**src/rtl/core/olir_pkg.sv**
```systemverilog
// Shared types and codes for the ordered list insert/remove block.
package olir_pkg;

   localparam int CAPACITY_DEF = 256;
   localparam int ENTRY_W      = 32;
   localparam int COUNT_W      = 9;

   // Operation codes carried on req_tuser
   localparam logic [2:0] MODE_INS_FRONT  = 3'd0;
   localparam logic [2:0] MODE_INS_END    = 3'd1;
   localparam logic [2:0] MODE_INS_AT     = 3'd2;
   localparam logic [2:0] MODE_REM_FRONT  = 3'd3;
   localparam logic [2:0] MODE_REM_END    = 3'd4;
   localparam logic [2:0] MODE_REM_SECOND = 3'd5;
   localparam logic [2:0] MODE_CLEAR      = 3'd6;

   typedef enum logic [1:0] {
      ST_OK   = 2'd0,
      ST_FULL = 2'd1,
      ST_POS  = 2'd2,
      ST_FEW  = 2'd3
   } status_type;

   typedef enum logic [1:0] {
      CELL_HOLD   = 2'd0,
      CELL_INSERT = 2'd1,
      CELL_REMOVE = 2'd2,
      CELL_CLEAR  = 2'd3
   } cell_op_type;

   typedef struct packed {
      cell_op_type               op;
      logic signed [ENTRY_W-1:0] value;
   } cell_cmd_type;

endpackage

```
**src/rtl/core/olir_cell.sv**
```systemverilog
// One slot of the list: holds an entry and shifts to or from its neighbors.
module olir_cell
   import olir_pkg::*;
#(
   parameter int CAPACITY = CAPACITY_DEF,
   parameter int INDEX    = 0
) (
   input  logic                               clock,
   input  logic                               reset,
   input  cell_cmd_type                       cmd,
   input  logic [$clog2(CAPACITY+1)-1:0]      at,
   input  logic [$clog2(CAPACITY+1)-1:0]      used,
   input  logic signed [ENTRY_W-1:0]          left_data,
   input  logic signed [ENTRY_W-1:0]          right_data,
   output logic signed [ENTRY_W-1:0]          data
);

   localparam int CNT_W = $clog2(CAPACITY+1);
   localparam logic [CNT_W-1:0] MY_IDX  = CNT_W'(INDEX);
   localparam logic [CNT_W-1:0] MY_NEXT = CNT_W'(INDEX + 1);

   logic signed [ENTRY_W-1:0] data_ff, data_in;

   always_comb begin
      data_in = data_ff;
      case (cmd.op)
         CELL_INSERT: begin
            if (MY_IDX == at) begin
               data_in = cmd.value;
            end else if (MY_IDX > at && MY_IDX <= used) begin
               data_in = left_data;
            end
         end
         CELL_REMOVE: begin
            if (MY_IDX >= at && MY_NEXT < used) begin
               data_in = right_data;
            end else if (MY_NEXT == used) begin
               data_in = '0;
            end
         end
         CELL_CLEAR: data_in = '0;
         default:    data_in = data_ff;
      endcase
   end

   always_ff @(posedge clock) begin
      if (reset) begin
         data_ff <= '0;
      end else begin
         data_ff <= data_in;
      end
   end

   assign data = data_ff;

endmodule

```
**src/rtl/core/olir_ctrl.sv**
```systemverilog
// Operation decode: status, new length and the command broadcast to the cells.
module olir_ctrl
   import olir_pkg::*;
#(
   parameter int CAPACITY = CAPACITY_DEF
) (
   input  logic                              fire,
   input  logic [2:0]                        mode,
   input  logic [7:0]                        position,
   input  logic signed [ENTRY_W-1:0]         value,
   input  logic [$clog2(CAPACITY+1)-1:0]     used,
   output status_type                        status,
   output logic [$clog2(CAPACITY+1)-1:0]     used_next,
   output logic [$clog2(CAPACITY+1)-1:0]     at,
   output cell_cmd_type                      cmd
);

   localparam int CNT_W = $clog2(CAPACITY+1);
   localparam int CMP_W = (CNT_W > 8) ? CNT_W : 8;

   logic             full;
   logic [CMP_W-1:0] pos_w, used_w;
   cell_op_type      op;

   assign full   = (used >= CNT_W'(CAPACITY));
   assign pos_w  = CMP_W'(position);
   assign used_w = CMP_W'(used);

   always_comb begin
      status    = ST_OK;
      used_next = used;
      at        = '0;
      op        = CELL_HOLD;
      unique case (mode)
         MODE_INS_FRONT, MODE_INS_END: begin
            if (full) begin
               status = ST_FULL;
            end else begin
               op        = CELL_INSERT;
               at        = (mode == MODE_INS_END) ? used : '0;
               used_next = used + CNT_W'(1);
            end
         end
         MODE_INS_AT: begin
            if (full) begin
               status = ST_FULL;
            end else if (pos_w >= used_w) begin
               status = ST_POS;
            end else begin
               op        = CELL_INSERT;
               at        = CNT_W'(position);
               used_next = used + CNT_W'(1);
            end
         end
         MODE_REM_FRONT, MODE_REM_END: begin
            if (used == '0) begin
               status = ST_FEW;
            end else begin
               op        = CELL_REMOVE;
               at        = (mode == MODE_REM_END) ? used - CNT_W'(1) : '0;
               used_next = used - CNT_W'(1);
            end
         end
         MODE_REM_SECOND: begin
            if (used < CNT_W'(2)) begin
               status = ST_FEW;
            end else begin
               op        = CELL_REMOVE;
               at        = used - CNT_W'(2);
               used_next = used - CNT_W'(1);
            end
         end
         MODE_CLEAR: begin
            op        = CELL_CLEAR;
            used_next = '0;
         end
         default: begin
            status = ST_OK;
         end
      endcase
      cmd.op    = fire ? op : CELL_HOLD;
      cmd.value = value;
   end

endmodule

```
**src/rtl/core/ordered_list_insert_remove.sv**
```systemverilog
// Ordered list with shift-based insert and remove, built as a row of cells.
//
//  channel | dir | handshake            | word
//  --------+-----+----------------------+----------------------------------
//  req     | in  | req_tvalid/tready    | tuser mode, tdata position,value
//  rsp     | out | rsp_tvalid/tready    | tdata status,count
//
// One operation per cycle: every cell shifts at once, so the only per-word
// work is the decode in the controller and a single register stage.
// A new word is taken while the response register is empty or being drained.
// A stalled response holds its word and stops further requests.
// Synchronous active-high reset empties the list and zeroes every cell.
module ordered_list_insert_remove
   import olir_pkg::*;
#(
   parameter int CAPACITY = CAPACITY_DEF
) (
   input  logic        clock,
   input  logic        reset,
   input  logic        req_tvalid,
   output logic        req_tready,
   input  logic [2:0]  req_tuser,   // [2:0] mode
   input  logic [39:0] req_tdata,   // [7:0] position, [39:8] value
   output logic        rsp_tvalid,
   input  logic        rsp_tready,
   output logic [15:0] rsp_tdata    // [1:0] status, [10:2] count, rest zero
);

   localparam int CNT_W = $clog2(CAPACITY+1);

   logic                      fire;
   status_type                status;
   logic [CNT_W-1:0]          used_ff, used_in, used_next, at;
   cell_cmd_type              cmd;
   logic signed [ENTRY_W-1:0] cell_data [CAPACITY];

   logic                      rsp_valid_ff, rsp_valid_in;
   status_type                rsp_status_ff;
   logic [COUNT_W-1:0]        rsp_count_ff;

   assign req_tready = !rsp_valid_ff || rsp_tready;
   assign fire       = req_tvalid && req_tready;

   olir_ctrl #(.CAPACITY(CAPACITY)) u_ctrl (
      .fire      (fire),
      .mode      (req_tuser),
      .position  (req_tdata[7:0]),
      .value     (req_tdata[39:8]),
      .used      (used_ff),
      .status    (status),
      .used_next (used_next),
      .at        (at),
      .cmd       (cmd)
   );

   for (genvar i = 0; i < CAPACITY; i++) begin : g_cell
      logic signed [ENTRY_W-1:0] left_d, right_d;
      if (i == 0) begin : g_first
         assign left_d = '0;
      end else begin : g_left
         assign left_d = cell_data[i-1];
      end
      if (i == CAPACITY - 1) begin : g_last
         assign right_d = '0;
      end else begin : g_right
         assign right_d = cell_data[i+1];
      end
      olir_cell #(.CAPACITY(CAPACITY), .INDEX(i)) u_cell (
         .clock      (clock),
         .reset      (reset),
         .cmd        (cmd),
         .at         (at),
         .used       (used_ff),
         .left_data  (left_d),
         .right_data (right_d),
         .data       (cell_data[i])
      );
   end

   assign used_in      = fire ? used_next : used_ff;
   assign rsp_valid_in = fire || (rsp_valid_ff && !rsp_tready);

   always_ff @(posedge clock) begin
      if (reset) begin
         used_ff      <= '0;
         rsp_valid_ff <= 1'b0;
      end else begin
         used_ff      <= used_in;
         rsp_valid_ff <= rsp_valid_in;
      end
   end

   always_ff @(posedge clock) begin
      if (fire) begin
         rsp_status_ff <= status;
         rsp_count_ff  <= COUNT_W'(used_next);
      end
   end

   assign rsp_tvalid = rsp_valid_ff;
   assign rsp_tdata  = {5'd0, rsp_count_ff, rsp_status_ff};

`ifndef SYNTHESIS
   a_used_bound: assert property (@(posedge clock) disable iff (reset)
      used_ff <= CNT_W'(CAPACITY))
      else $error("entry count above capacity");

   a_rsp_count: assert property (@(posedge clock) disable iff (reset)
      fire |=> rsp_tvalid && rsp_tdata[10:2] == COUNT_W'(used_ff))
      else $error("response count differs from held length");

   a_reject_holds: assert property (@(posedge clock) disable iff (reset)
      fire && status != ST_OK |=> used_ff == $past(used_ff))
      else $error("rejected operation changed the length");

   a_tail_zero: assert property (@(posedge clock) disable iff (reset)
      cell_data[CAPACITY-1] != '0 |-> used_ff == CNT_W'(CAPACITY))
      else $error("slot past the list end holds data");
`endif

endmodule
```
**config.mk**
```make
export PLATFORM = sky130hd
export DESIGN_NAME = ordered_list_insert_remove
export DESIGN_NICKNAME = d
export VERILOG_FILES = /design/src/rtl/core/olir_pkg.sv /design/src/rtl/core/olir_cell.sv /design/src/rtl/core/olir_ctrl.sv /design/src/rtl/core/ordered_list_insert_remove.sv
export SDC_FILE = /design/constraint.sdc
export NUM_CORES = 1
export LEC_CHECK = 0
export BUFFER_PORTS_ARGS = -buffer_cell sky130_fd_sc_hd__buf_4
export CAP_MARGIN = 20
export CORE_ASPECT_RATIO = 2
export CORE_MARGIN = 2
export CORE_UTILIZATION = 50
export CTS_CLUSTER_DIAMETER = 100
export CTS_CLUSTER_SIZE = 10
export DETAILED_ROUTE_END_ITERATION = 6
export GPL_TIMING_DRIVEN = 0
export PLACE_DENSITY = 0.77
export SYNTH_ARGS = -nofsm -noshare
export SYNTH_HDL_FRONTEND = slang
export SYNTH_SLANG_ARGS = --single-unit
```
**constraint.sdc**
```tcl
create_clock -name clock -period 3.7 [get_ports clock]
set_input_delay 0.185 -clock clock [delete_from_list [all_inputs] [get_ports clock]]
set_output_delay 0.185 -clock clock [all_outputs]
set_load 0.02 [all_outputs]
```
# Word-level counts from Yosys, hierarchy flattened
# Index checks and enable logic that the tools add are counted.
# totals
ff_bits	21
input_bits	47
out_inout_bits	18
wordCells	37
# op_classes
addsub	2
magnitude_cmp	3
n_eq_ne	6
n_mux	12
reduce_logical	10
# op_table
operator	count
$mux W9	5
$pmux W9 S5	1
$add A9 B1 Y9 const B	1
$eq A3 B3 Y1 const B	3
$ge A8 B9 Y1	1
$ge A9 B9 Y1 const B	1
$logic_not A9 Y1	1
$lt A9 B2 Y1 const B	1
$sub A9 B1 Y9 const B	1
$mux W2	4
$pmux W2 S4	1
$eq A3 B2 Y1 const B	2
$reduce_or A2 Y1	2
$eq A3 B1 Y1 const B	1
$logic_not A3 Y1	1
$logic_and A1 B1 Y1	2
$logic_not A1 Y1	2
$logic_or A1 B1 Y1	2
$mux W1	1

# Logic depth before layout (Yosys ltp)
# depth
depth_word	4
mapped_depth	9
ltp_nobuf	8

# By module
# From an unflattened synthesis, not the netlist that was laid out.
# hier_totals
hier_cells	304
area_unflattened_um2	2458.6
# modules_own_cells
module	n_inst	cells_each	area_per_inst_um2	seq_area_each_um2
olir_ctrl	1	241	1617.8	0.0
ordered_list_insert_remove	1	63	840.8	530.5

# Least setup slack after synthesis
# No wires, ideal clock.
# synth_path
path_type	flip-flop to flip-flop
startpoint	reg used_ff[7]
endpoint	reg rsp_count_ff[1] (data pin)
setup_ns	0.269
arrival_ns	2.151
required_ns	3.431
slack_ns	1.281
path_stages_with_launch	10
path_buffers	1
period_less_slack_ns	2.419
path_cell_list	dfxtp_1 clkbuf_1 clkinv_1 ha_1 a21oi_1 nand2_1 a211oi_1 nor3_1 a311oi_1 a21oi_1
# synth_via
elab_chain_len	4
word_cells_on_any_way	10
classes_between	order compare: 3; mux: 6; reduce/logical: 1
# synth_rtl
element	line_no	text
from (decl)	ordered_list_insert_remove.sv:33	logic [CNT_W-1:0] used_ff, used_in, used_next, at;
from (signal assigned)	ordered_list_insert_remove.sv:88	used_ff <= used_in;
$ge A8 B9 Y1	olir_ctrl.sv:47	end else if (pos_w >= used_w) begin
$mux W9	olir_ctrl.sv:47	
$mux W9	olir_ctrl.sv:45	if (full) begin
$pmux W9 S5 (*)	olir_ctrl.sv:34	unique case (mode)
named net u_ctrl.used_next[1]	olir_ctrl.sv:13	output logic [$clog2(CAPACITY+1)-1:0] used_next,
to (signal assigned)	ordered_list_insert_remove.sv:96	rsp_count_ff <= COUNT_W'(used_next);
to (decl)	ordered_list_insert_remove.sv:39	logic [COUNT_W-1:0] rsp_count_ff;
# The timed path passes the listed nets; every way through them passes the cells marked *.
# A chain may end at the register's enable or synchronous reset.

# Final worst setup path
# Same ends and word-level chain as after synthesis.

==> reports/metrics.cfg <==
[synthesis]
synth_edf_count = 11
synth_xor_area_share_pct = 3.31
yosys_register_bits = 21
ys_top_cells_by_count = nand2_1 (17), nor2_1 (17), a21oi_1 (16)
synth_compound_area_share_pct = 28.2
synthMuxAreaShare_pct = 1.69
synth_top_area_share_pct = 17.8
async_reset_ff_share_pct = 0
ys.flop_type = edfxtp_1
yosysSeqAreaShare_pct = 28.6
synthAdderAreaFrac_pct = 6.75
synth-simple-area-share_pct = 22.5
synth_top_cell_by_area = edfxtp_1
avgSynthCellArea_um2 = 8.27
yosys-top-cells-area = edfxtp_1 (18%), dfxtp_1 (11%), ha_1 (6.8%), a21oi_1 (4.3%), nand2_1 (3.4%)
synth_warnings = 0
synth_area_um2 = 1850
yosysUniqueCellTypes = 64
synthCells = 224
synth_top_family_by_area = compound AO/OA/AOI/OAI gates

[floorplan]
core.rowCount = 31
ios = 65
fp.dieW_um = 47.0
die_area_um2 = 4240
chipHeight_um = 90.1
core_um2 = 3570
initial_core_util_pct = 51.9

[clock_tree]
htreeDepth = 1
insertion_delay_ps = 260
cts_hold_buf = 0
ctsResizeCount = 0
clk_pin_slew_ps = 80
post_cts_buffers = 0
cts_buffer_depth = 2
cts.sinks = 21
cts_buffers = 3
cts_tree = built
root_buffer = clkbuf_8

[critical_path]
start_kind = register
worstPathRequired_ps = 3700
critical_path_class = reg2reg
r2r_setup_slack_ps = 510
end_kind = register
rr_endpoint = rsp_count_ff[1]
worstReg2RegStart = used_ff[7]
reg2reg_depth = 9
worstPathMaxFanout = 8
arrival_ps = 3190

[run_status]
status = complete, but fails checks
violations = DRC

[route]
wirelength_um = 5530
wl_per_cell_um = 18.1
final_antenna_net_count = 0
vias = 1926
route.detailed.drc = 1
routed_via_density = 6.29
dr.pass1.iters = 6
dr.first_iter.drc_count = 115

[sta]
fmax_ghz = 0.313
worst_slew_pin_slew_ps = 687
min_period_ps = 3190
period_share_pct = 86.3
fin_setup_tns_ps = 0
finalHoldViolations = 0
holdWs_ps = 175
setup_violations = 0
setup_slack_ps = 508
fin_skew_ps = 2.53
final-max-slew-violation-count = 0
relSlewSlack_pct = 53.6
rsz0062_at_grt = no

[placement]
dp_hpwl_um = 4210
placed_area_um2 = 2120
gp_congestion = 0.978
port_buffers = 25
dp_cells = 302
post-place-ws_ps = 630

[run]
maxCapViolCount = 0

[global_routing]
grt_max_degree = 19
grt_util_all_layers_pct = 27.8
grt_pass1_vias = 1900
gr-total-overflow = 0
antenna_found_initial = 0
grt_pass1_wl_um = 8830

[cells_and_area]
final_util_pct = 60.6
instances_no_fill = 306
nNetsFinal = 315
area_growth_pct = 16.7
drive_gt1_share_pct = 22.2
antennaDiodeCount = 0
stdcell_area_um2 = 2160

[hold_path]
hold_class = in2reg
whs_path_depth = 3
hold_start = req_tvalid
hold_path_end = rsp_tvalid

[power]
p_comb_share_pct = 41.7
seq_power_share_pct = 38.0
power.internal_mw = 0.474
p_leak_nw = 0.899
finalPower_mw = 0.763
power.density_nw_per_um2 = 353
ir_worst_vdd_v = 0.000238
clock_power_share_pct = 20.4
switching_share_pct = 37.8
switchingPower_mw = 0.289

-- cell families after synthesis --
group	count (synthesis)
compound gates	71
simple gates	79
fa+ha+maj	10
buf+inv	32
flops	21
xor+xnor	7
mux	3
other cells	1
-- state kept, by name, indices dropped and copies added (netlist names) --
register       cells
rsp_tvalid         1
rsp_status_ff      2
used_ff            9
rsp_count_ff       9
-- routing by layer --
metal | GRT usage [%] | share of wire (%)
met5 | 0 | 0
met4 | 16.9 | 7.4
met3 | 3.21 | 6.1
met2 | 47.6 | 53
met1 | 29.7 | 33
-- cell type report --
type | count | area [µm²]
inverters | 15 | 56.3
clock buffers | 3 | 41.3
plain buffers | 17 | 106
fillers | 359 | 1410
clock inverters | 1 | 5.00
well taps | 49 | 61.3
multi-input cells | 175 | 1170
repair buffers | 25 | 188
flip-flops and latches | 21 | 531
-- critical path, stage by stage (launching register included) --
cell      delay (ps)
dfxtp_1          310
clkbuf_1         340
clkinv_1         380
ha_1             420
a21oi_1          150
nand2_1          170
a211oi_1         560
nor3_1           110
a311oi_1         410
a21oi_1           80
-- power groups by stage --
| stage | Clock [mW] | Sequential [mW] | Combinational (mW) |
|---|---|---|---|
| 3_3_place_gp | 0 | 0.293 | 0.306 |
| 3_5_place_dp | 0 | 0.294 | 0.310 |
| 2_1_floorplan | 0 | 0.309 | 0.203 |
| 6_report | 0.155 | 0.290 | 0.318 |
| 5_1_grt | 0.161 | 0.292 | 0.344 |
| 4_1_cts | 0.155 | 0.289 | 0.312 |
-- cell usage in the layout (no fill, tap or decap), types with 3 or more instances in the layout --
cell	instances
a22oi_1	3
edfxtp_1	11
buf_2	4
a31oi_1	4
nand2b_1	5
nand2_1	17
and2_1	3
clkbuf_8	4
nor4_1	5
a21oi_1	16
a21o_1	3
nand3_1	8
nor2b_1	4
o21ai_0	10
dfxtp_1	10
ha_1	10
inv_1	12
a311oi_1	4
clkbuf_1	5
conb_1	5
nor3_1	5
nor2_1	17
xnor2_1	7
buf_4	30
-- how the worst max path moves through the flow --
stage,start,to,slack [ps],depth (start not counted)
floorplan,used_ff[7],rsp_count_ff[1],1280,9
global placement,used_ff[7],rsp_count_ff[1],680,9
detailed placement,used_ff[7],rsp_count_ff[1],630,9
CTS,used_ff[7],rsp_count_ff[1],620,9
global route,used_ff[7],rsp_count_ff[1],300,9
finish,used_ff[7],rsp_count_ff[1],510,9
No activity file was read; power rests on OpenSTA's default activity.
